$ cat src/rtl/tcce_pkg.sv
// ----------------------------------------------------------------------------
// Text console character engine package
// Screen geometry, field widths, character codes, register indexes and the
// structs that travel between the engine's modules.
// ----------------------------------------------------------------------------
`default_nettype none

package tcce_pkg;

  // Screen geometry.
  localparam int COLUMNS     = 80;
  localparam int ROWS        = 25;
  localparam int STATUS_ROWS = 1;
  localparam int TEXT_ROWS   = ROWS - STATUS_ROWS;
  localparam int CELLS       = COLUMNS * TEXT_ROWS;
  localparam int TAB_WIDTH   = 4;
  localparam int TAB_EDGE    = 4;

  // Field widths.
  localparam int ROW_W   = 5;
  localparam int COL_W   = 7;
  localparam int ADDR_W  = 11;
  localparam int DATA_W  = 16;
  localparam int CHAR_W  = 8;
  localparam int PTR_W   = $clog2(CELLS + 1);
  localparam int CNT_W   = $clog2(TAB_WIDTH + 1);
  localparam int PADDR_W = 5;
  localparam int PDATA_W = 32;
  localparam int REG_W   = 3;

  // Character codes with a fixed meaning.
  localparam logic [CHAR_W-1:0] CH_BACKSPACE = 8'h08;
  localparam logic [CHAR_W-1:0] CH_TAB       = 8'h09;
  localparam logic [CHAR_W-1:0] CH_NEWLINE   = 8'h0A;
  localparam logic [CHAR_W-1:0] CH_SPACE     = 8'h20;
  localparam logic [CHAR_W-1:0] CH_NUL       = 8'h00;

  // Register indexes of the configuration port.
  localparam logic [REG_W-1:0] REG_TEXT_ATTR  = 3'd0;
  localparam logic [REG_W-1:0] REG_BLANK_ATTR = 3'd1;
  localparam logic [REG_W-1:0] REG_CODE_LEFT  = 3'd2;
  localparam logic [REG_W-1:0] REG_CODE_RIGHT = 3'd3;
  localparam logic [REG_W-1:0] REG_CODE_UP    = 3'd4;
  localparam logic [REG_W-1:0] REG_CODE_DOWN  = 3'd5;

  // Register reset values.
  localparam logic [CHAR_W-1:0] RST_TEXT_ATTR  = 8'd7;
  localparam logic [CHAR_W-1:0] RST_BLANK_ATTR = 8'd7;
  localparam logic [CHAR_W-1:0] RST_CODE_LEFT  = 8'd128;
  localparam logic [CHAR_W-1:0] RST_CODE_RIGHT = 8'd129;
  localparam logic [CHAR_W-1:0] RST_CODE_UP    = 8'd130;
  localparam logic [CHAR_W-1:0] RST_CODE_DOWN  = 8'd131;

  // Operation codes of an input transaction.
  typedef enum logic [1:0] {
    FUNC_PUT   = 2'd0,
    FUNC_SET   = 2'd1,
    FUNC_CLEAR = 2'd2,
    FUNC_READ  = 2'd3
  } func_e;

  // Configuration register contents.
  typedef struct packed {
    logic [CHAR_W-1:0] text_attr;
    logic [CHAR_W-1:0] blank_attr;
    logic [CHAR_W-1:0] code_left;
    logic [CHAR_W-1:0] code_right;
    logic [CHAR_W-1:0] code_up;
    logic [CHAR_W-1:0] code_down;
  } cfg_t;

  // Screen store write port.
  typedef struct packed {
    logic              we;
    logic [ADDR_W-1:0] addr;
    logic [DATA_W-1:0] data;
  } mem_wr_t;

endpackage

`default_nettype wire

$ cat src/rtl/tcce_addr_unit.sv
// ----------------------------------------------------------------------------
// Cell address unit
// Shared row and column to linear cell address conversion.
// ----------------------------------------------------------------------------
`default_nettype none

module tcce_addr_unit (
  input  wire logic [tcce_pkg::ROW_W-1:0]  row_i,
  input  wire logic [tcce_pkg::COL_W-1:0]  col_i,
  output logic      [tcce_pkg::ADDR_W-1:0] addr_o
);

  // Multiply by a constant row pitch and add the column.
  assign addr_o = tcce_pkg::ADDR_W'(row_i) * tcce_pkg::ADDR_W'(tcce_pkg::COLUMNS)
                + tcce_pkg::ADDR_W'(col_i);

endmodule

`default_nettype wire

$ cat src/rtl/tcce_seq.sv
// ----------------------------------------------------------------------------
// Console sequencer
// Steps each operation through the screen store, one cell per cycle where it
// touches several cells, and holds the cursor and the result register.
// ----------------------------------------------------------------------------
`default_nettype none

module tcce_seq (
  input  wire logic                          clk_i,
  input  wire logic                          rst_ni,
  input  wire tcce_pkg::cfg_t                cfg_i,
  input  wire logic                          in_valid_i,
  output logic                               in_ready_o,
  input  wire logic [1:0]                    func_i,
  input  wire logic [tcce_pkg::CHAR_W-1:0]   char_code_i,
  input  wire logic [tcce_pkg::COL_W-1:0]    target_col_i,
  input  wire logic [tcce_pkg::ROW_W-1:0]    target_row_i,
  input  wire logic [tcce_pkg::ADDR_W-1:0]   cell_index_i,
  output logic                               out_valid_o,
  input  wire logic                          out_ready_i,
  output logic      [tcce_pkg::DATA_W-1:0]   cell_data_o,
  output logic      [tcce_pkg::ROW_W-1:0]    cursor_row_o,
  output logic      [tcce_pkg::COL_W-1:0]    cursor_col_o,
  output logic      [tcce_pkg::ADDR_W-1:0]   cursor_offset_o,
  output tcce_pkg::mem_wr_t                  mem_wr_o,
  output logic      [tcce_pkg::ADDR_W-1:0]   mem_raddr_o,
  input  wire logic [tcce_pkg::DATA_W-1:0]   mem_rdata_i
);

  typedef enum logic [3:0] {
    S_INIT,
    S_IDLE,
    S_PUT,
    S_NL,
    S_SCROLL,
    S_FILL,
    S_MARK,
    S_CLR,
    S_BS,
    S_RD,
    S_DONE
  } state_e;

  localparam logic [tcce_pkg::ROW_W-1:0]  LAST_ROW = tcce_pkg::ROW_W'(tcce_pkg::TEXT_ROWS - 1);
  localparam logic [tcce_pkg::COL_W-1:0]  LAST_COL = tcce_pkg::COL_W'(tcce_pkg::COLUMNS - 1);
  localparam logic [tcce_pkg::COL_W-1:0]  TAB_LIMIT =
    tcce_pkg::COL_W'(tcce_pkg::COLUMNS - tcce_pkg::TAB_EDGE - 1);
  localparam logic [tcce_pkg::PTR_W-1:0]  PTR_CELLS = tcce_pkg::PTR_W'(tcce_pkg::CELLS);
  localparam logic [tcce_pkg::PTR_W-1:0]  PTR_LAST  = tcce_pkg::PTR_W'(tcce_pkg::CELLS - 1);
  localparam logic [tcce_pkg::PTR_W-1:0]  PTR_ROW1  = tcce_pkg::PTR_W'(tcce_pkg::COLUMNS);
  localparam logic [tcce_pkg::PTR_W-1:0]  PTR_BOTTOM =
    tcce_pkg::PTR_W'(tcce_pkg::CELLS - tcce_pkg::COLUMNS);
  localparam logic [tcce_pkg::PTR_W-1:0]  PTR_BACK  = tcce_pkg::PTR_W'(tcce_pkg::COLUMNS + 1);

  state_e                          state_q, state_d;
  logic [tcce_pkg::ROW_W-1:0]      row_q, row_d;
  logic [tcce_pkg::COL_W-1:0]      col_q, col_d;
  logic [tcce_pkg::PTR_W-1:0]      ptr_q, ptr_d;
  logic [tcce_pkg::CHAR_W-1:0]     put_char_q, put_char_d;
  logic [tcce_pkg::CNT_W-1:0]      put_cnt_q, put_cnt_d;
  logic                            bs_chk_q, bs_chk_d;
  logic [tcce_pkg::ADDR_W-1:0]     bs_addr_q, bs_addr_d;
  logic [tcce_pkg::DATA_W-1:0]     data_q, data_d;
  logic                            out_valid_q, out_valid_d;
  logic [tcce_pkg::DATA_W-1:0]     out_data_q, out_data_d;
  logic [tcce_pkg::ROW_W-1:0]      out_row_q, out_row_d;
  logic [tcce_pkg::COL_W-1:0]      out_col_q, out_col_d;
  logic [tcce_pkg::ADDR_W-1:0]     out_off_q, out_off_d;

  logic [tcce_pkg::ROW_W-1:0]      au_row;
  logic [tcce_pkg::COL_W-1:0]      au_col;
  logic [tcce_pkg::ADDR_W-1:0]     au_addr;

  logic                            ar_hit;
  logic [tcce_pkg::ROW_W-1:0]      ar_row;
  logic [tcce_pkg::COL_W-1:0]      ar_col;

  logic [tcce_pkg::DATA_W-1:0]     blank_cell;
  logic [tcce_pkg::DATA_W-1:0]     text_cell;
  logic [tcce_pkg::DATA_W-1:0]     mark_cell;

  // Shared address unit, steered by the sequencer.
  tcce_addr_unit u_addr (
    .row_i  (au_row),
    .col_i  (au_col),
    .addr_o (au_addr)
  );

  assign blank_cell = {cfg_i.blank_attr, tcce_pkg::CH_NUL};
  assign mark_cell  = {cfg_i.blank_attr, tcce_pkg::CH_SPACE};
  assign text_cell  = {cfg_i.text_attr, put_char_q};

  // Arrow moves, applied in the order left, right, up, down.
  always_comb begin
    ar_hit = 1'b0;
    ar_row = row_q;
    ar_col = col_q;
    if (char_code_i == cfg_i.code_left) begin
      ar_hit = 1'b1;
      if (ar_col != '0) ar_col = ar_col - 1'b1;
    end
    if (char_code_i == cfg_i.code_right) begin
      ar_hit = 1'b1;
      if (ar_col < LAST_COL) ar_col = ar_col + 1'b1;
    end
    if (char_code_i == cfg_i.code_up) begin
      ar_hit = 1'b1;
      if (ar_row != '0) ar_row = ar_row - 1'b1;
    end
    if (char_code_i == cfg_i.code_down) begin
      ar_hit = 1'b1;
      if (ar_row < LAST_ROW) ar_row = ar_row + 1'b1;
    end
  end

  // Sequencer next-state logic.
  always_comb begin
    state_d     = state_q;
    row_d       = row_q;
    col_d       = col_q;
    ptr_d       = ptr_q;
    put_char_d  = put_char_q;
    put_cnt_d   = put_cnt_q;
    bs_chk_d    = bs_chk_q;
    bs_addr_d   = bs_addr_q;
    data_d      = data_q;
    out_valid_d = out_valid_q;
    out_data_d  = out_data_q;
    out_row_d   = out_row_q;
    out_col_d   = out_col_q;
    out_off_d   = out_off_q;
    au_row      = row_q;
    au_col      = col_q;
    mem_wr_o    = '0;
    mem_raddr_o = '0;

    // The result register empties when its transaction completes.
    if (out_valid_q && out_ready_i) begin
      out_valid_d = 1'b0;
    end

    unique case (state_q)
      // Clearing pass after reset: every cell to zero.
      S_INIT: begin
        mem_wr_o.we   = 1'b1;
        mem_wr_o.addr = ptr_q[tcce_pkg::ADDR_W-1:0];
        mem_wr_o.data = '0;
        if (ptr_q == PTR_LAST) begin
          ptr_d   = '0;
          state_d = S_IDLE;
        end else begin
          ptr_d = ptr_q + 1'b1;
        end
      end

      // Accept a transaction and dispatch it.
      S_IDLE: begin
        if (in_valid_i) begin
          data_d = '0;
          unique case (tcce_pkg::func_e'(func_i))
            tcce_pkg::FUNC_PUT: begin
              if (char_code_i == tcce_pkg::CH_NEWLINE) begin
                put_cnt_d = '0;
                state_d   = S_NL;
              end else if (char_code_i == tcce_pkg::CH_TAB) begin
                if (col_q > TAB_LIMIT) begin
                  put_cnt_d = '0;
                  state_d   = S_NL;
                end else begin
                  put_char_d = tcce_pkg::CH_SPACE;
                  put_cnt_d  = tcce_pkg::CNT_W'(tcce_pkg::TAB_WIDTH)
                             - tcce_pkg::CNT_W'(col_q % tcce_pkg::TAB_WIDTH);
                  state_d    = S_PUT;
                end
              end else if (char_code_i == tcce_pkg::CH_BACKSPACE) begin
                bs_chk_d = 1'b0;
                state_d  = S_BS;
              end else if (ar_hit) begin
                row_d   = ar_row;
                col_d   = ar_col;
                state_d = S_DONE;
              end else begin
                put_char_d = char_code_i;
                put_cnt_d  = tcce_pkg::CNT_W'(1);
                state_d    = S_PUT;
              end
            end
            tcce_pkg::FUNC_SET: begin
              col_d   = (target_col_i > LAST_COL) ? LAST_COL : target_col_i;
              row_d   = (target_row_i > LAST_ROW) ? LAST_ROW : target_row_i;
              state_d = S_DONE;
            end
            tcce_pkg::FUNC_CLEAR: begin
              ptr_d   = '0;
              state_d = S_CLR;
            end
            tcce_pkg::FUNC_READ: begin
              if (tcce_pkg::PTR_W'(cell_index_i) < PTR_CELLS) begin
                mem_raddr_o = cell_index_i;
                state_d     = S_RD;
              end else begin
                state_d = S_DONE;
              end
            end
          endcase
        end
      end

      // Write one printable byte, or one space of a tab, at the cursor.
      S_PUT: begin
        mem_wr_o.we   = 1'b1;
        mem_wr_o.addr = au_addr;
        mem_wr_o.data = text_cell;
        put_cnt_d     = put_cnt_q - 1'b1;
        if (col_q == LAST_COL) begin
          state_d = S_NL;
        end else begin
          col_d = col_q + 1'b1;
          if (put_cnt_q == tcce_pkg::CNT_W'(1)) begin
            state_d = S_DONE;
          end
        end
      end

      // Newline: advance the row or start a scroll.
      S_NL: begin
        col_d = '0;
        if (row_q >= LAST_ROW) begin
          row_d   = LAST_ROW;
          ptr_d   = PTR_ROW1;
          state_d = S_SCROLL;
        end else begin
          row_d   = row_q + 1'b1;
          state_d = S_MARK;
        end
      end

      // Scroll: read a cell one row down and write it one row up in the next cycle.
      S_SCROLL: begin
        if (ptr_q < PTR_CELLS) begin
          mem_raddr_o = ptr_q[tcce_pkg::ADDR_W-1:0];
        end
        if (ptr_q != PTR_ROW1) begin
          mem_wr_o.we   = 1'b1;
          mem_wr_o.addr = tcce_pkg::ADDR_W'(ptr_q - PTR_BACK);
          mem_wr_o.data = mem_rdata_i;
        end
        if (ptr_q == PTR_CELLS) begin
          ptr_d   = PTR_BOTTOM;
          state_d = S_FILL;
        end else begin
          ptr_d = ptr_q + 1'b1;
        end
      end

      // Blank the bottom row after a scroll.
      S_FILL: begin
        mem_wr_o.we   = 1'b1;
        mem_wr_o.addr = ptr_q[tcce_pkg::ADDR_W-1:0];
        mem_wr_o.data = blank_cell;
        if (ptr_q == PTR_LAST) begin
          state_d = S_MARK;
        end else begin
          ptr_d = ptr_q + 1'b1;
        end
      end

      // Put a blank space in the first cell of the new line.
      S_MARK: begin
        au_col        = '0;
        mem_wr_o.we   = 1'b1;
        mem_wr_o.addr = au_addr;
        mem_wr_o.data = mark_cell;
        state_d       = (put_cnt_q != '0) ? S_PUT : S_DONE;
      end

      // Clear screen: every cell to the blank attribute.
      S_CLR: begin
        mem_wr_o.we   = 1'b1;
        mem_wr_o.addr = ptr_q[tcce_pkg::ADDR_W-1:0];
        mem_wr_o.data = blank_cell;
        if (ptr_q == PTR_LAST) begin
          state_d = S_DONE;
        end else begin
          ptr_d = ptr_q + 1'b1;
        end
      end

      // Backspace: check the cell read last cycle, else step back and read.
      S_BS: begin
        if (bs_chk_q && (mem_rdata_i[tcce_pkg::CHAR_W-1:0] != tcce_pkg::CH_NUL)) begin
          mem_wr_o.we   = 1'b1;
          mem_wr_o.addr = bs_addr_q;
          mem_wr_o.data = blank_cell;
          state_d       = S_DONE;
        end else if ((row_q == '0) && (col_q == '0)) begin
          state_d = S_DONE;
        end else begin
          if (col_q == '0) begin
            au_row = row_q - 1'b1;
            au_col = LAST_COL;
          end else begin
            au_col = col_q - 1'b1;
          end
          row_d       = au_row;
          col_d       = au_col;
          mem_raddr_o = au_addr;
          bs_addr_d   = au_addr;
          bs_chk_d    = 1'b1;
        end
      end

      // Read cell: capture the registered read data.
      S_RD: begin
        data_d  = mem_rdata_i;
        state_d = S_DONE;
      end

      // Load the result register once it is free.
      S_DONE: begin
        if (!out_valid_q || out_ready_i) begin
          out_valid_d = 1'b1;
          out_data_d  = data_q;
          out_row_d   = row_q;
          out_col_d   = col_q;
          out_off_d   = au_addr;
          state_d     = S_IDLE;
        end
      end

      default: state_d = S_IDLE;
    endcase
  end

  // State, cursor and result registers.
  always_ff @(posedge clk_i or negedge rst_ni) begin
    if (!rst_ni) begin
      state_q     <= S_INIT;
      row_q       <= '0;
      col_q       <= '0;
      ptr_q       <= '0;
      put_char_q  <= '0;
      put_cnt_q   <= '0;
      bs_chk_q    <= 1'b0;
      bs_addr_q   <= '0;
      data_q      <= '0;
      out_valid_q <= 1'b0;
      out_data_q  <= '0;
      out_row_q   <= '0;
      out_col_q   <= '0;
      out_off_q   <= '0;
    end else begin
      state_q     <= state_d;
      row_q       <= row_d;
      col_q       <= col_d;
      ptr_q       <= ptr_d;
      put_char_q  <= put_char_d;
      put_cnt_q   <= put_cnt_d;
      bs_chk_q    <= bs_chk_d;
      bs_addr_q   <= bs_addr_d;
      data_q      <= data_d;
      out_valid_q <= out_valid_d;
      out_data_q  <= out_data_d;
      out_row_q   <= out_row_d;
      out_col_q   <= out_col_d;
      out_off_q   <= out_off_d;
    end
  end

  assign in_ready_o      = (state_q == S_IDLE);
  assign out_valid_o     = out_valid_q;
  assign cell_data_o     = out_data_q;
  assign cursor_row_o    = out_row_q;
  assign cursor_col_o    = out_col_q;
  assign cursor_offset_o = out_off_q;

`ifndef SYNTHESIS
  // The cursor always stays on the text area.
  a_cursor_range: assert property (@(posedge clk_i) disable iff (!rst_ni)
    (row_q <= LAST_ROW) && (col_q <= LAST_COL))
    else $error("cursor left the text area");

  // Every store write lands inside the store.
  a_wr_range: assert property (@(posedge clk_i) disable iff (!rst_ni)
    mem_wr_o.we |-> (tcce_pkg::PTR_W'(mem_wr_o.addr) < PTR_CELLS))
    else $error("store write out of range");

  // An accepted transaction moves the sequencer out of idle.
  a_accept_busy: assert property (@(posedge clk_i) disable iff (!rst_ni)
    (in_valid_i && in_ready_o) |=> (state_q != S_IDLE))
    else $error("sequencer stayed idle after a transaction");

  // A finished operation with a free result register presents its result.
  a_done_out: assert property (@(posedge clk_i) disable iff (!rst_ni)
    ((state_q == S_DONE) && !out_valid_q) |=> out_valid_q)
    else $error("finished operation produced no result");

  // The scroll never writes over the cell it reads in the same cycle.
  a_scroll_hazard: assert property (@(posedge clk_i) disable iff (!rst_ni)
    ((state_q == S_SCROLL) && mem_wr_o.we && (ptr_q < PTR_CELLS))
      |-> (mem_wr_o.addr != mem_raddr_o))
    else $error("scroll write collides with its read");
`endif

endmodule

`default_nettype wire
$ cat config.mk
export PLATFORM = sky130hd
export DESIGN_NAME = tcce_seq
export DESIGN_NICKNAME = d
export VERILOG_FILES = /design/src/rtl/tcce_pkg.sv /design/src/rtl/tcce_addr_unit.sv /design/src/rtl/tcce_seq.sv
export SDC_FILE = /design/constraint.sdc
export NUM_CORES = 1
export LEC_CHECK = 0
export ABC_AREA = 1
export BUFFER_PORTS_ARGS = -buffer_cell sky130_fd_sc_hd__clkbuf_2
export CELL_PAD_IN_SITES_DETAIL_PLACEMENT = 1
export CELL_PAD_IN_SITES_GLOBAL_PLACEMENT = 2
export CORE_MARGIN = 3
export CORE_UTILIZATION = 27
export CTS_CLUSTER_SIZE = 40
export DETAILED_ROUTE_END_ITERATION = 16
export GPL_ROUTABILITY_DRIVEN = 1
export GPL_TIMING_DRIVEN = 0
export HOLD_SLACK_MARGIN = 0.03
export PLACE_DENSITY = 0.85
export SYNTH_ARGS = -nofsm -noshare
export SYNTH_HDL_FRONTEND = slang
export SYNTH_SLANG_ARGS = --single-unit
$ cat constraint.sdc
create_clock -name clk_i -period 3.3 [get_ports clk_i]
set_input_delay 0.165 -clock clk_i [delete_from_list [all_inputs] [get_ports clk_i]]
set_output_delay 0.165 -clock clk_i [all_outputs]
set_load 0.01 [all_outputs]
# Word level (Yosys, flattened, before mapping)
# Index checks and enable logic that the tools add are counted.
[classes]
n_div = 0
n_mul = 1
n_shift = 0
n_reduce_logical = 30
addsub = 11
n_eq_ne = 53
bitwise = 3
order_cmp = 8
mux = 100
[op_table]
columns = ["cell", "count"]
rows = [
  ["28-bit case mux with 6 select lines", 1],
  ["11-bit two-way mux", 12],
  ["7-bit two-way mux", 14],
  ["5-bit two-way mux", 15],
  ["4-bit two-way mux", 15],
  ["28-bit two-way mux", 2],
  ["11-bit case mux with 5 select lines", 1],
  ["4-bit case mux with 11 select lines", 1],
  ["11-bit case mux with 3 select lines", 1],
  ["8-bit equality test", 4],
  ["8-bit two-way mux", 4],
  ["16-bit case mux with 2 select lines", 1],
  ["2-bit inequality test, second input constant", 15],
  ["7-bit case mux with 2 select lines", 2],
  ["7-bit case mux with 4 select lines", 1],
  ["8-bit by 4-bit equality test with 1-bit output, second input constant", 3],
  ["8-bit AND reduction", 3],
  ["11-bit equality test, second input constant", 2],
  ["11-bit less-than comparator, second input constant", 2],
  ["3-bit two-way mux", 7],
  ["3-bit inequality test, second input constant", 6],
  ["4-bit by 3-bit equality test with 1-bit output, second input constant", 4],
  ["16-bit two-way mux", 1],
  ["4-bit case mux with 4 select lines", 1],
  ["52 further kinds", 88],
]
[totals]
register_bits = 106
mem_count = 0
ram_bits = 0
latch_bits = 0
inputBits = 101
mem_bits_ro = 0
output_inout_bits = 80
elab_cells = 220

# Logic depth before layout (Yosys ltp)
# Gate-level depths: netlist of the first run.
[logic_depth]
depth_word = 13
mapped_depth = 20
ltp_nobuf = 20

# Modules after synthesis
# Synthesis of the first run repeated with hierarchy kept, for this count alone.
[hier_totals]
cells_unflattened = 1197
hier_area_um2 = 8221.6
[modules_own_cells]
columns = ["mod", "area_each_um2", "instances", "seq_area_each_um2", "cells_per_inst"]
rows = [
  ["tcce_seq", 7852.5, 1, 2652.5, 1142],
  ["tcce_addr_unit", 369.1, 1, 0.0, 55],
]

# Least setup slack after synthesis of the first run
# No wires, ideal clock.
[synth_timing]
kind = "register to output"
start = "reg col_q[0] in the netlist's numbering"
end = "out mem_raddr_o[9] in the netlist's numbering"
slack_ns = -0.122
stages_incl_launch_ff = 16
required_time_ns = 3.135
arrival_ns = 3.257
path_buffers = 0
path_cell_list = "dfrtp_1 inv_1 ha_1 nand4_4 inv_2 nand3_2 o21ai_0 o21ai_0 ha_1 ha_1 fa_1 inv_1 nor2_1 xnor2_1 nand2_1 o211ai_1"
[synth_between]
elab_chain_cells = 10
word_cells_on_any_way = 16
cone_classes = "add/sub: 2; mul: 1; mux: 11; reduce/logical: 2"
[synth_lines]
columns = ["element", "line", "text"]
rows = [
  ["from (decl)", "tcce_seq.sv:57", "logic [tcce_pkg::COL_W-1:0] col_q, col_d;"],
  ["from (signal assigned)", "tcce_seq.sv:355", "col_q <= col_d;"],
  ["7-bit zero test", "tcce_seq.sv:296, tcce_seq.sv:299", ""],
  ["5-bit two-way mux or 1-bit logical AND (tied branches)", "tcce_seq.sv:299, tcce_seq.sv:296", ""],
  ["5-bit two-way mux (2 in a row)", "-", ""],
  ["5-bit two-way mux", "tcce_seq.sv:142", "unique case (state_q)"],
  ["5-bit by 3-bit multiplier with 7-bit output", "tcce_addr_unit.sv:14", "assign addr_o = tcce_pkg::ADDR_W'(row_i) * tcce_pkg::ADDR_W'(tcce_pkg::COLUMNS)"],
  ["11-bit by 7-bit adder with 11-bit output", "tcce_addr_unit.sv:15", "+ tcce_pkg::ADDR_W'(col_i);"],
  ["11-bit two-way mux *", "tcce_seq.sv:296", "end else if ((row_q == '0) && (col_q == '0)) begin"],
  ["11-bit two-way mux *", "tcce_seq.sv:291", "if (bs_chk_q && (mem_rdata_i[tcce_pkg::CHAR_W-1:0] != tcce_pkg::CH_NUL)) begin"],
  ["11-bit case mux with 3 select lines *", "tcce_seq.sv:142", ""],
  ["to (decl)", "tcce_seq.sv:26", "output logic [tcce_pkg::ADDR_W-1:0] mem_raddr_o,"],
]
# Every way passes the cells marked *; elsewhere a longest branch is shown, timed or not.

==> qor.txt, run 1 <==
TritonCTS clock tree -> yes
Static Leakage -> 5.499 nW
Cell area after layout -> 0.01099 mm²
Dpl cells -> 1,759
Overflow after GRT -> 0
Skew final -> 12.62 ps
TritonRoute pass-1 iters -> 5
Final Hold Vio Count -> 0
Comb pwr share -> 71.2%
Antenna viol nets, final -> 0
Cts bufs inserted -> 9
Setup ws final -> -479.3 ps
Die Area -> 0.03226 mm²
Crit. End Element -> output port
Routed wire length -> 35,080 µm
Max_slew headroom -> 26.32%
Failing checks -> setup timing
DRC -> 0
CTS max path bufs -> 2
Synth Register Bits -> 106
Io pins -> 181
# fillers -> 3,727
Cell area power density -> 1103 mW/mm²
CP arrival -> 3610 ps
Placed inst area -> 0.009524 mm²
Post-synth top cells -> 341 x nand2_1, 161 x inv_1, 113 x o21ai_0
Post-DP HPWL -> 25,860 µm
Clock Latency Late Sink -> 380 ps
Yosys top cell by area -> dfrtp_1
Worst R2R End -> cursor_offset_o[10]$_DFFE_PN0P_
Gr usage total -> 20.55%
Vias per cell -> 5.038
R2r setup slk -> -120 ps
Post-Synthesis Cells -> 1,201
Post-Layout Cell Count -> 1,838
Fmax -> 264.6 MHz
Maximum fanout along the worst path -> 4
CP bufs+invs -> 5
R2R depth -> 21
Crit path largest cell delay -> 590 ps
Synth warn -> 0
Synth top area share -> 32.60%
Hold Crit Class -> primary input to flip-flop
Clock slew at reported path FFs -> 90 ps
Clock sinks -> 106
Final GP Congestion -> 0.8958
Crit path launch type -> flip-flop
Post-synth EDFFs -> 0
CP top delay family -> adder cells
Initial Utilization -> 27.90%
First-pass GRT wire length -> 53,410 µm
CP Cell Sequence -> inv_4, ha_4, nand4_4, clkinv_4, nand3_4, o211ai_1, o21ai_2, buf_4, ha_4, fa_2, inv_2, nor2_4, xnor2_4, a21oi_1, nand2_1, buf_2
Clock network fraction of design power -> 9.7%
Final Critical Period -> 3779 ps
Int Power -> 5.803 mW
1st-iter DRT viols -> 587
Core Box Area -> 0.02917 mm²
Avg WL per Cell -> 19.08 µm
Switching Share -> 52.14%
Worst Setup SP -> col_q[1]$_DFFE_PN0P_
Num rows -> 62
Levels on crit path -> 16
Asr flop ratio synth -> 100.0%
Total nets after synthesis -> 1,327
Max-cap viol count -> 0
Worst R2R Start -> col_q[1]$_DFFE_PN0P_
Worst hold slack -> 49.08 ps
Most common flop cell mapped by yosys -> dfrtp_1
Post-synthesis sequential area ratio -> 32.60%
Final setup vio count -> 13
Antenna Cells -> 0
Chip height -> 179.6 µm
Crit share post-route -> 114.5%
Setup TNS -> -4032 ps
Cell area after synthesis -> 0.008138 mm²
Root Driver -> clkbuf_16
Max-slew violations -> 0
Main area contributors after synthesis -> dfrtp_1 33%, nand2_1 16%, inv_1 7.4%, o21ai_0 6.9%, nand3_1 4.4%
Setup crit end -> mem_wr_o[25]
Largest net degree at the start of global routing -> 107
Most common cell in the netlist -> nand2_1
Area grow syn2layout -> 35.05%
Port buffer count -> 173
Syn avg cell area -> 6.776 µm²
RSZ-0062 raised after global routing -> true
Slew @ Worst Pin -> 1097 ps
Switching pwr -> 6.321 mW
CP required -> 3130 ps
Vias -> 9,260
Sequential share of power -> 19.0%
Critical-path top delay cell -> fa_2
Layout cell share with drive strength beyond 1 -> 28.95%
Vias in the first global route -> 9,394
Initial antenna violation count -> 0
CTS H-tree depth -> 3
Peak VDD IR -> 0.6133 mV
Die W -> 179.6 µm
CP Class -> flip-flop to output port
Outcome -> complete, but fails checks
Fin nets -> 1,575
Most frequent CP cell -> ha_4
Synth cell types -> 60
Post-Place Setup Slack -> -1084 ps
==> metal layers <==
layer  part of all wire (%)  GRT usage [%]  vias to the layer above
li1                       -              -                     4426
met1                     44          27.00                     4537
met2                     49          35.26                      242
met3                    3.9          2.668                       55
met4                    2.8          6.343                        0
met5                      0              0                        -
==> per-stage QoR <==
stage,total power [mW],util [%]
after floorplan,6.166,-
after global placement,8.335,32.53
after detailed placement,8.467,32.65
after CTS,11.12,36.38
after global routing,13.02,37.68
final,12.12,37.68
==> kinds of logic (layout without fill, tap and decap cells) <==
logic type      Yosys count  after routing  synth area share [%]
buf+inv                 213            465                 10.44
simple gates            578            579                 31.33
flops                   106            106                 32.60
compound gates          246            246                 17.96
fa+ha+maj                25             25                 4.028
xor+xnor                 33             33                 3.644
==> flip-flops by register name, summed over array words and instances, names as in the netlist <==
| signal | cells |
|---|---|
| col_q | 7 |
| out_valid_o | 1 |
| cursor_col_o | 7 |
| put_char_q | 8 |
| cell_data_o | 16 |
| bs_addr_q | 11 |
| put_cnt_q | 3 |
| state_q | 4 |
| data_q | 16 |
| ptr_q | 11 |
| bs_chk_q | 1 |
| row_q | 5 |
| cursor_offset_o | 11 |
| cursor_row_o | 5 |
==> worst min-delay path by stage <==
stage                         from                     endpoint  cells after the start
finish              mem_rdata_i[8]        data_q[8]$_DFFE_PN0P_                      3
global route        mem_rdata_i[4]        data_q[4]$_DFFE_PN0P_                      3
CTS                 mem_rdata_i[8]        data_q[8]$_DFFE_PN0P_                      3
detailed placement          rst_ni  cell_data_o[10]$_DFFE_PN0P_                      2
global placement       out_ready_i        out_valid_o$_DFF_PN0_                      2
floorplan                   rst_ni     bs_addr_q[0]$_DFFE_PN0P_                      0
==> power by group through the flow <==
stage	sequential (mW)	combinational, mW	clock (mW)
finish	2.31	8.64	1.18
global route	2.37	9.41	1.25
CTS	2.29	7.64	1.19
detailed placement	2.32	6.14	0
global placement	2.31	6.03	0
floorplan	2.28	3.88	0
==> cell type report <==
type                    count  area (µm²)  area share, %
plain buffers              31       182.7          1.662
clock buffers               9       225.2          2.049
clock inverters             7       86.33         0.7855
inverters                 179       706.9          6.432
multi-input cells         883        5219          47.48
flip-flops and latches    106        2661          24.21
well taps                 384       480.5          4.372
repair buffers            239        1429          13.00
==> worst register-to-register path, stage by stage (launching register included) <==
cell      delay, ps
dfrtp_2         440
inv_4            80
ha_4            160
nand4_4         130
clkinv_4        110
nand3_4         100
o211ai_1        300
o21ai_2         170
buf_4           180
ha_4            160
ha_4            310
nand2_2          60
nand2_2         100
a31oi_4          50
nand3b_1        260
nand2_2         150
nand2_4          90
buf_4           150
buf_6           100
buf_4           120
nand3_1          60
nand2_1          50
==> repair_timing <==
action,in CTS,in global routing
hold endpoints to repair,107,0
setup buffers,32,32
hold buffers,2,0
setup endpoints to repair,41,29
pin swaps,31,38
gates cloned,1,0
gates resized for setup,123,55
==> cells in the final DEF, fill, tap and decap left out, types with 13 or more instances in the layout <==
master    instances
inv_1           153
o211ai_1         19
clkbuf_1         13
o21ai_0         101
nor2_1           88
nand3_1          65
buf_2            16
o22ai_1          27
nand4_1          14
nand2_2          21
dfrtp_1          99
xor2_1           17
buf_4            62
clkbuf_2        163
a21oi_1          25
nand2_1         325
(Power assumes the default switching activity.)
==> inputs of run 2 (changes only) <==
- SYNTH_HIERARCHICAL: default -> 1
==> run 2 against run 1 <==
  * Routed wire length shrank 6.5%
  * Via count shrank 2.8%
  * The flow still finishes with violations (setup timing)
  * Cell count shrank 0.76%
  * Critical endpoint is now mem_wr_o[26]
  * Global-route usage shrank 0.96 points
  * Register-to-register slack lost 240 ps
  * Combinational power shrank 13%
==> qor.txt, run 2 <==
Final GP Congestion -> 0.8974 (was 0.8958)
DRC -> 0 (unchanged)
Post-synthesis sequential area ratio -> 32.26% (was 32.60%)
Root Driver -> clkbuf_16 (unchanged)
Failing checks -> setup timing (unchanged)
Most common cell in the netlist -> nand2_1 (unchanged)
Hold Crit Class -> primary input to flip-flop (unchanged)
CTS H-tree depth -> 3 (unchanged)
Crit share post-route -> 119.5% (was 114.5%)
Max-slew violations -> 0 (unchanged)
Layout cell share with drive strength beyond 1 -> 27.62% (was 28.95%)
Post-synth top cells -> 332 x nand2_1, 157 x inv_1, 106 x dfrtp_1 (was 341 x nand2_1, 161 x inv_1, 113 x o21ai_0)
TritonRoute pass-1 iters -> 5 (unchanged)
Fin nets -> 1,554 (was 1,575)
Overflow after GRT -> 0 (unchanged)
Post-Synthesis Cells -> 1,197 (was 1,201)
Max_slew headroom -> 38.59% (was 26.32%)
Vias in the first global route -> 9,385 (was 9,394)
Maximum fanout along the worst path -> 4 (unchanged)
Post-Place Setup Slack -> -958.3 ps (was -1084 ps)
Syn avg cell area -> 6.869 µm² (was 6.776 µm²)
Synth cell types -> 56 (was 60)
RSZ-0062 raised after global routing -> true (unchanged)
Synth Register Bits -> 106 (unchanged)
Vias -> 9,000 (was 9,260)
CP Class -> flip-flop to output port (unchanged)
Main area contributors after synthesis -> dfrtp_1 32%, nand2_1 15%, inv_1 7.2%, o21ai_0 5.4%, nand3_1 5.2% (was dfrtp_1 33%, nand2_1 16%, inv_1 7.4%, o21ai_0 6.9%, nand3_1 4.4%)
Final Hold Vio Count -> 0 (unchanged)
Post-synthesis simple-gate area fraction -> 31.47% (was 31.33%)
Vias per cell -> 4.934 (was 5.038)
Post-Synth Adder-Cell Area -> 3.683% (was 4.028%)
Crit path largest cell delay -> 510 ps (was 590 ps)
Most common flop cell mapped by yosys -> dfrtp_1 (unchanged)
Met1 global-route usage -> 24.77% (was 27.00%)
TritonCTS clock tree -> yes (unchanged)
Critical-path top delay cell -> fa_1 (was fa_2)
Die W -> 180.5 µm (was 179.6 µm)
Gr usage total -> 19.59% (was 20.55%)
Cell area after synthesis -> 0.008222 mm² (was 0.008138 mm²)
Die Area -> 0.03258 mm² (was 0.03226 mm²)
Grt met3 use -> 2.099% (was 2.668%)
Cts bufs inserted -> 9 (unchanged)
CP Cell Sequence -> clkinv_4, ha_4, nand3_4, nor2_4, inv_4, nand3_4, inv_4, o211ai_1, o21ai_2, ha_1, ha_2, fa_1, nand2_1, inv_2, buf_4, nand3_2, nand3_2, nand2_2, nand2_2, o2111ai_4, buf_6 (was inv_4, ha_4, nand4_4, clkinv_4, nand3_4, o211ai_1, o21ai_2, buf_4, ha_4, fa_2, inv_2, nor2_4, xnor2_4, a21oi_1, nand2_1, buf_2)
CP required -> 3130 ps (about the same)
Crit. End Element -> output port (unchanged)
Static Leakage -> 5.450 nW (was 5.499 nW)
Initial antenna violation count -> 0 (unchanged)
Max-cap viol count -> 0 (unchanged)
Slew @ Worst Pin -> 921.1 ps (was 1097 ps)
Met2 Track Usage GR -> 36.02% (was 35.26%)
Num rows -> 63 (was 62)
Skew final -> 8.561 ps (was 12.62 ps)
Synth warn -> 6 (was 0)
1st-iter DRT viols -> 504 (was 587)
CTS max path bufs -> 2 (unchanged)
Avg WL per Cell -> 17.97 µm (was 19.08 µm)
Asr flop ratio synth -> 100.0% (unchanged)
Yosys top cell by area -> dfrtp_1 (unchanged)
Clock slew at reported path FFs -> 80 ps (was 90 ps)
Largest family of logic cells by synthesized area -> simple AND/OR/NAND/NOR gates (unchanged)
GRT Max-Usage Layer -> met2 (unchanged)
Cell area power density -> 1010 mW/mm² (was 1103 mW/mm²)
Post-DP HPWL -> 25,470 µm (was 25,860 µm)
Clock sinks -> 106 (unchanged)
CP top delay family -> adder cells (unchanged)
First-pass GRT wire length -> 51,530 µm (was 53,410 µm)
Crit path launch type -> flip-flop (unchanged)
Commonest non-fill, non-tap cells in the layout -> 320 x nand2_1, 169 x clkbuf_2, 150 x inv_1 (was 325 x nand2_1, 163 x clkbuf_2, 153 x inv_1)
Synth Area in Compound Gates -> 16.60% (was 17.96%)
Setup ws final -> -642.2 ps (was -479.3 ps)
Fmax -> 253.7 MHz (was 264.6 MHz)
Clock Latency Late Sink -> 360 ps (was 380 ps)
Largest net degree at the start of global routing -> 107 (unchanged)
CP bufs+invs -> 6 (was 5)
XOR/XNOR Fraction of Synth Area -> 3.622% (was 3.644%)
Most common cell after layout, fill and taps aside -> nand2_1 (unchanged)
Final setup vio count -> 16 (was 13)
Antenna Cells -> 0 (unchanged)
Port buffer count -> 173 (unchanged)
Peak VDD IR -> 0.5065 mV (was 0.6133 mV)
Post-synth EDFFs -> 0 (unchanged)
Mux cell area share after synthesis -> 1.507% (was 0%)
Initial Utilization -> 27.59% (was 27.90%)
CP arrival -> 3780 ps (was 3610 ps)
Routed wire length -> 32,780 µm (was 35,080 µm)
Chip height -> 180.5 µm (was 179.6 µm)
Total nets after synthesis -> 1,321 (was 1,327)
Antenna viol nets, final -> 0 (unchanged)
Final Critical Period -> 3942 ps (was 3779 ps)
Io pins -> 181 (unchanged)
Synth top area share -> 32.26% (was 32.60%)
Core Box Area -> 0.02980 mm² (was 0.02917 mm²)
Area grow syn2layout -> 29.17% (was 35.05%)
Outcome -> complete, but fails checks (unchanged)
Setup TNS -> -4491 ps (was -4032 ps)
## run 2: area by class of cell
cell class,count,area (µm²)
plain buffers,44,236.5
inverters,179,698.2
clock buffers,9,225.2
flip-flops and latches,106,2663
repair buffers,222,1282
clock inverters,6,57.56
fillers,3811,19180
well taps,390,488.0
multi-input cells,868,4970
## run 2: worst paths after layout
kind / endpoint / slack, ps / depth (start not counted) / start
min: data_q[1]$_DFFE_PN0P_ / 60 / 3 / mem_rdata_i[1]
min reg2reg: cursor_col_o[0]$_DFFE_PN0P_ / 490 / 2 / cursor_col_o[0]$_DFFE_PN0P_
max: mem_wr_o[26] / -640 / 21 / row_q[0]$_DFFE_PN0P_
max reg2reg: cursor_offset_o[9]$_DFFE_PN0P_ / -360 / 21 / row_q[0]$_DFFE_PN0P_
min in group asynchronous: cell_data_o[8]$_DFFE_PN0P_ / 490 / 2 / rst_ni
max in group asynchronous: col_q[1]$_DFFE_PN0P_ / 2100 / 2 / rst_ni
## run 2: cells by family (layout without fill, tap and decap cells)
kind of cell	Yosys count	in the layout
adder cells (fa/ha/maj)	23	23
buffers and inverters	223	460
flip-flops	106	106
multiplexers	11	11
AO/OA/AOI/OAI	222	222
XOR/XNOR	34	34
AND/OR/NAND/NOR	578	578
## run 2: worst reg2reg max path: cells and delay by family, from the launching register on
| kind | cells | cell delay (ps) |
|---|---|---|
| fa+ha+maj | 4 | 1160 |
| simple gates | 7 | 660 |
| buf+inv | 7 | 630 |
| flops | 1 | 450 |
| compound gates | 2 | 380 |
| mux | 1 | 250 |
## run 2: per-layer routing
layer / vias up / part of all wire [%] / wire length (µm)
met2: 191 / 51 / 16750
met5: - / 0 / 0
met1: 4405 / 44 / 14530
li1: 4378 / - / -
met4: 0 / 1.5 / 498
met3: 26 / 3.1 / 1005
## run 2: per-stage QoR
stage | utilization, % | std cells | area (µm²) | power [mW] | hold slack [ps]
after global routing | 35.64 | 1824 | 10620 | 11.62 | 82.96
final | 35.64 | 1824 | 10620 | 10.73 | 64.06
after detailed placement | 32.35 | 1760 | 9638 | 8.150 | 360.4
after floorplan | - | 1197 | 8275 | 5.999 | -130.6
after global placement | 32.32 | 1760 | 9629 | 7.996 | 440.6
after CTS | 34.77 | 1807 | 10360 | 10.35 | 53.61
## run 2: repair_timing
action                                 CTS  global route
buffers inserted                        31            18
hold buffers                             1             0
pin swaps                               25            15
setup endpoints to repair               27            35
gates cloned                             0             0
resized for setup                       59            43
endpoints found under the hold margin  106             0
## run 2: power breakdown
part           total (mW)  internal, mW  leakage [nW]  switching (mW)
clock network        1.10         0.529         0.140           0.574
logic                7.48          2.95          3.98            4.53
registers            2.15          1.79          1.33           0.357
==> inputs of run 3 (changes only) <==
- BUFFER_PORTS_ARGS: -buffer_cell sky130_fd_sc_hd__clkbuf_2 -> -buffer_cell sky130_fd_sc_hd__buf_4
==> run 3 against run 2 <==
  * The flow still finishes with violations (setup timing)
  * Non-clock buffer count increased by 5
  * Combinational power grew 9.2%
  * Final area grew 6.4%
  * Worst setup slack gained 23 ps
  * Largest power group unchanged
  * Critical endpoint unchanged
==> qor.txt, run 3 (same netlist as run 2, synthesis figures left out) <==
First-pass GRT wire length -> 51,890 µm (was 51,530 µm)
Gr usage total -> 19.86% (was 19.59%)
Area grow syn2layout -> 37.39% (was 29.17%)
Die W -> 180.5 µm (unchanged)
Hold_sp -> mem_rdata_i[1] (unchanged)
DRC -> 0 (unchanged)
Dpl cells -> 1,761 (was 1,760)
Setup ws final -> -619.6 ps (was -642.2 ps)
Vias in the first global route -> 9,354 (was 9,385)
Crit path launch type -> flip-flop (unchanged)
1st-iter DRT viols -> 470 (was 504)
Routed wire length -> 33,710 µm (was 32,780 µm)
Reg area -> 0.002661 mm² (was 0.002663 mm²)
Max-slew violations -> 0 (unchanged)
Crit path largest cell delay -> 540 ps (was 510 ps)
Post-DP HPWL -> 25,620 µm (was 25,470 µm)
Commonest non-fill, non-tap cells in the layout -> 313 x nand2_1, 215 x buf_4, 150 x inv_1 (was 320 x nand2_1, 169 x clkbuf_2, 150 x inv_1)
Io pins -> 181 (unchanged)
Avg WL per Cell -> 18.42 µm (was 17.97 µm)
Final Hold Vio Count -> 0 (unchanged)
Crit share post-route -> 118.8% (was 119.5%)
Slew @ Worst Pin -> 841.9 ps (was 921.1 ps)
Vias per cell -> 4.942 (was 4.934)
Clock slew at reported path FFs -> 80 ps (about the same)
Root Driver -> clkbuf_16 (unchanged)
Final Critical Period -> 3920 ps (was 3942 ps)
Cts bufs inserted -> 9 (unchanged)
Skew final -> 8.758 ps (was 8.561 ps)
Outcome -> complete, but fails checks (unchanged)
Worst hold slack -> 82.50 ps (was 64.06 ps)
Most common cell after layout, fill and taps aside -> nand2_1 (unchanged)
Placed inst area -> 0.01009 mm² (was 0.009638 mm²)
Largest net degree at the start of global routing -> 56 (was 107)
Clock sinks -> 106 (unchanged)
Initial antenna violation count -> 0 (unchanged)
Port buffer count -> 173 (unchanged)
Post-Layout Cell Count -> 1,830 (was 1,824)
Maximum fanout along the worst path -> 4 (unchanged)
Vias -> 9,043 (was 9,000)
Die Area -> 0.03258 mm² (unchanged)
Core Box Area -> 0.02980 mm² (unchanged)
CP Class -> flip-flop to output port (unchanged)
Multi-input gate area -> 0.005099 mm² (was 0.004970 mm²)
Antenna viol nets, final -> 0 (unchanged)
Final GP Congestion -> 0.9347 (was 0.8974)
Peak VDD IR -> 0.5688 mV (was 0.5065 mV)
Cell area power density -> 1021 mW/mm² (was 1010 mW/mm²)
TritonRoute pass-1 iters -> 5 (unchanged)
Fin nets -> 1,559 (was 1,554)
Max-cap viol count -> 0 (unchanged)
RSZ-0062 raised after global routing -> true (unchanged)
CP bufs+invs -> 5 (was 6)
Initial Utilization -> 27.59% (unchanged)
CTS H-tree depth -> 3 (unchanged)
Fmax -> 255.1 MHz (was 253.7 MHz)
Crit. End Element -> output port (unchanged)
Total power -> 11.53 mW (was 10.73 mW)
TritonCTS clock tree -> yes (unchanged)
Num rows -> 63 (unchanged)
Max_slew headroom -> 43.87% (was 38.59%)
CP required -> 3130 ps (about the same)
CP arrival -> 3750 ps (was 3780 ps)
Critical-path top delay cell -> fa_2 (was fa_1)
Chip height -> 180.5 µm (unchanged)
Static Leakage -> 5.653 nW (was 5.450 nW)
Overflow after GRT -> 0 (unchanged)
CTS max path bufs -> 2 (unchanged)
Layout cell share with drive strength beyond 1 -> 29.24% (was 27.62%)
Clock Latency Late Sink -> 370 ps (was 360 ps)
Failing checks -> setup timing (unchanged)
Cell area after layout -> 0.01130 mm² (was 0.01062 mm²)
CP Cell Sequence -> clkinv_4, ha_4, nand3_4, nor2_4, inv_4, nand3_4, buf_4, o21ai_1, nand3_2, o21ai_2, ha_1, ha_2, fa_2, nand2_2, inv_4, nand3_2, nor2_2, nand3_2, nand2_2, nand2_2, o2111ai_2, buf_4 (was clkinv_4, ha_4, nand3_4, nor2_4, inv_4, nand3_4, inv_4, o211ai_1, o21ai_2, ha_1, ha_2, fa_1, nand2_1, inv_2, buf_4, nand3_2, nand3_2, nand2_2, nand2_2, o2111ai_4, buf_6)
Worst R2R Start -> row_q[0]$_DFFE_PN0P_ (unchanged)
# fillers -> 3,754 (was 3,811)
CP top delay family -> adder cells (unchanged)
Worst Setup SP -> row_q[0]$_DFFE_PN0P_ (unchanged)
Antenna Cells -> 0 (unchanged)
Final setup vio count -> 15 (was 16)
Hold Crit Class -> primary input to flip-flop (unchanged)
-- run 3: where the power goes --
part           switching (mW)  internal [mW]
logic                    4.79           3.38
clock network           0.586          0.611
registers               0.369           1.79
-- run 3: worst paths after layout --
check                                                 endpoint  slack [ps]  cells after the start
worst max-delay path                              mem_wr_o[26]        -620                     22
worst min-delay path                     data_q[1]$_DFFE_PN0P_          80                      3
worst max register to register  cursor_offset_o[9]$_DFFE_PN0P_        -360                     22
worst min register to register        bs_addr_q[0]$_DFFE_PN0P_         490                      2
max in group asynchronous                 col_q[1]$_DFFE_PN0P_        2250                      3
min in group asynchronous           cell_data_o[9]$_DFFE_PN0P_         340                      2
-- run 3: layout make-up --
| class | count | share of cell area [%] |
|---|---|---|
| Multi-Input combinational cell | 868 | 45.14 |
| Tap cell | 390 | 4.320 |
| Sequential cell | 106 | 23.56 |
| Timing Repair Buffer | 228 | 15.88 |
| Buffer | 43 | 2.105 |
| Clock inverter | 6 | 0.7421 |
| Clock buffer | 10 | 2.027 |
| Inverter | 179 | 6.225 |
-- run 3: metal layers --
layer	share of wire [%]	track usage [%]	vias to the layer above
li1	-	-	4381
met1	43	25.13	4384
met2	51	34.99	231
met3	3.8	2.321	47
met4	2.9	6.939	0
met5	0	0	-
-- run 3: stage by stage --
stage                     utilization [%]  TNS (ps)  setup WS (ps)
after floorplan                         -         0          5.979
after global placement              33.77     -9861         -901.5
after detailed placement            33.88    -10210         -903.7
after CTS                           36.38     -3209         -547.5
after global routing                37.91     -7154         -772.8
final                               37.91     -4939         -619.6
-- run 3: worst register-to-register path, delay by kind of cell, from the launching register on --
kind,cells,cell delay [ps]
muxes,1,250
DFF,1,420
buffers and inverters,7,760
adders and majority gates,4,1180
AOI/OAI and AO/OA,2,260
and+or+nand+nor,8,670
-- run 3: timing repair --
action                                 CTS  global route
pin swaps                               25            30
gates resized for setup                 61            71
setup endpoints to repair               28            35
endpoints found under the hold margin   54             0
hold buffers                             1             0
buffers inserted                        28            27
